## src/hw/rtl/agi_ram.sv

```systemverilog
module agi_ram #(
    parameter int WIDTH = 8,
    parameter int DEPTH = 16
) (
    input  logic                     clk,
    input  logic                     we,
    input  logic [$clog2(DEPTH)-1:0] waddr,
    input  logic [WIDTH-1:0]         wdata,
    input  logic [$clog2(DEPTH)-1:0] raddr,
    output logic [WIDTH-1:0]         rdata
);

    logic [WIDTH-1:0] mem [DEPTH];

    always_ff @(posedge clk)
    begin
        if (we)
        begin
            mem[waddr] <= wdata;
        end
        rdata <= mem[raddr];
    end

endmodule
```

## config.mk

```make
export PLATFORM = sky130hd
export DESIGN_NAME = agi_ram
export DESIGN_NICKNAME = d
export VERILOG_FILES = /design/src/hw/rtl/agi_ram.sv
export SDC_FILE = /design/constraint.sdc
export NUM_CORES = 1
export LEC_CHECK = 0
export BUFFER_PORTS_ARGS = -buffer_cell sky130_fd_sc_hd__buf_4
export CAP_MARGIN = 10
export CORE_MARGIN = 4
export CORE_UTILIZATION = 44
export CTS_CLUSTER_SIZE = 28
export DETAILED_ROUTE_END_ITERATION = 6
export GPL_TIMING_DRIVEN = 0
export HOLD_SLACK_MARGIN = 0.12
export SLEW_MARGIN = 15
export SYNTH_ARGS = -nofsm -noshare
export SYNTH_HDL_FRONTEND = slang
export SYNTH_SLANG_ARGS = --single-unit
```

## constraint.sdc

```tcl
create_clock -name clk -period 4.6 [get_ports clk]
set_clock_uncertainty 0.2 [all_clocks]
set_input_delay 0 -clock clk [delete_from_list [all_inputs] [get_ports clk]]
set_output_delay 0 -clock clk [all_outputs]
set_load 0.01 [all_outputs]
```

==> run metrics <==
smallest hold slack=approximately 0.15 ns; slowest stage delay, CP=around 0.58 ns; Port-buffer cells=24; vias in the first global route=2443; RSZ-0062 raised after global routing=false; GPL Wtd Cong=0.683; Num CTS Buffers=17; final hold vios=0; slew margin rel.=a little under half; met1 GRT Util=approximately 22%; slowest cell on the critical path=dlygate4sd3_1; grt met3 use=3.21%; total negative slack=0 ns; Final Max Slew Viols=0; outcome=complete, no violations; crit path kind=flip-flop to flip-flop; Iteration-0 DRC Markers=188; first-pass GRT wire length=~15000 um; GR Util All Layers=between 10% and 20%; final wirelength=a little under 10000 um; total power=2860 uW; maximum clock path buffer count=2; PwrDens=about 450 nW/um^2; Syn Nets=around 250; root buffer selected by CTS=clkbuf_16; DIE WIDTH=roughly 120 um; Worst Path Required=approximately 4.7 ns; row cnt=39; Max VDD drop=approximately 250 uV; commonest non-fill, non-tap cell in the layout=edfxtp_1; critical path, cell by cell=mux4_2 > dlygate4sd3_1 > a22oi_1 > dlygate4sd3_1 > nand2_1; post-CTS sizing=0; Starting Density=about 45%; initial antenna violation count=0; Tcrit/Tclk final=55.3%; die height=around 120 um; sequential share of the synthesized area=between 70 and 80%; gr busiest metal=met2; CTS tree=built; final antenna diode count=0; # IOs=26; Final Util=a little under three fifths; final critical-path required period=approximately 2.5 ns; WL/cell=21.9 um; max-cap violations=0; average size of a mapped cell=around 22 um^2; Ys Warns=0; CP Data Arrival Time=2.62 ns; synthesized area=5150 um^2; synthesized flop and latch total=about 140; Netlist cell types=19; HP Class=input port to flip-flop; DPL Wire Length=between 6000 and 7000 um; drt pass-1 iters=4; CTS sink count=approximately 140; worst-path maximum fanout=1; core box area=between 10000 and 15000 um^2; routing usage on met2=between 20% and 30%; setup bufs post-CTS=0; Worst Max-Slew Pin Slew=a little over 0.8 ns; most frequent cells in the layout=128 x edfxtp_1, 25 x buf_4, 22 x dlygate4sd3_1; die area=13500 um^2; antenna-violating nets left=0; total gr overflow=0; CP endpoint kind=flip-flop; CP dominant cell by count=dlygate4sd3_1; pin count of the biggest net entering global routing=17; Clock transition at path regs=around 0.06 ns; Critical Path Start Type=flip-flop; layout net count=about 310; share of post-route cells with drive strength above 1=around a quarter; DRC=0; Post-Synthesis Cells=between 200 and 250; Layout Area Growth over Synthesis=22.7%; H-tree Lvls=4; P_leak=0.00213 uW; Vias=2489; fmax=393 MHz; Final setup viols=0; clk_lat worst skew=roughly 0.41 ns; vias per cell=5.53
## cell usage after synthesis
cell type	number	share of area [%]
or3b_2	1	0.17
nand3b_1	2	0.29
and2_1	1	0.12
nor3_1	4	0.39
mux4_2	18	7.9
nand2b_1	2	0.24
nand3_1	1	0.097
buf_2	3	0.29
a22oi_1	16	2.3
buf_4	1	0.15
nor2_1	13	0.95
edfxtp_1	128	75
nand2_1	9	0.66
buf_6	3	0.66
dfxtp_1	8	3.1
nor2b_1	1	0.12
mux4_1	14	7.1
and2b_1	1	0.15
clkdlybuf4s25_2	3	0.58
## final cells by class
class,instances,area [um^2]
Sequential cell,136,4000
Fill cell,882,5100
Tap cell,143,179
Timing Repair Buffer,46,400
Multi-Input combinational cell,83,1080
Buffer,10,86.3
Clock inverter,12,133
Clock buffer,20,437
## power by group
group,total [uW],switching (uW),internal (uW)
logic,158,82.2,76.2
clock network,1310,467,839
registers,1390,6.53,1390
total,2860,555,2300
## through the flow
stage                     std cells  instance area (um^2)  worst slack (ns)
after floorplan                 229                  5150              2.91
after global placement          396                  5510              2.30
after detailed placement        396                  5530              2.66
after CTS                       450                  6320              2.08
after global routing            450                  6320              2.02
final                           450                  6320              2.06
## logic make-up (layout without fill, tap and decap cells)
group / after synthesis / after routing / synth area share, %
buffers and inverters: 10 / 88 / 1.68
muxes: 32 / 32 / 15.0
and+or+nand+nor: 35 / 35 / 3.18
DFF: 136 / 136 / 77.8
AOI/OAI and AO/OA: 16 / 16 / 2.33
## worst max-delay path: cells and delay by family (launching register included)
kind / cells / cell delay (ns)
compound gates: 1 / 0.18
buf+inv: 2 / 1.15
flops: 1 / 0.35
mux: 1 / 0.46
simple gates: 1 / 0.07
## sequential cells by signal, summed over array words and instances (netlist names)
signal,flops
mem,128
rdata,8
## worst paths after layout
| path | startpoint | end | slack (ns) | depth (start not counted) |
|---|---|---|---|---|
| max | mem[3][7] | rdata[7] | 2.06 | 5 |
| min | raddr[2] | rdata[4] | 0.15 | 5 |
| min reg2reg | mem[8][3] | rdata[3] | 0.48 | 3 |
| max reg2reg | mem[3][7] | rdata[7] | 2.06 | 5 |
## repair_timing
item / 4_1_cts / 5_1_grt
hold buffers: 22 / 0
endpoints found under the setup margin: 0 / 0
hold endpoints to repair: 232 / 0
## metal layers
layer / share of wire (%) / vias up
met2: 49 / 82
met1: 43 / 1289
met3: 6.3 / 15
met5: 0 / -
li1: - / 1103
met4: 2.1 / 0
Power figures use the tool's default switching activity.
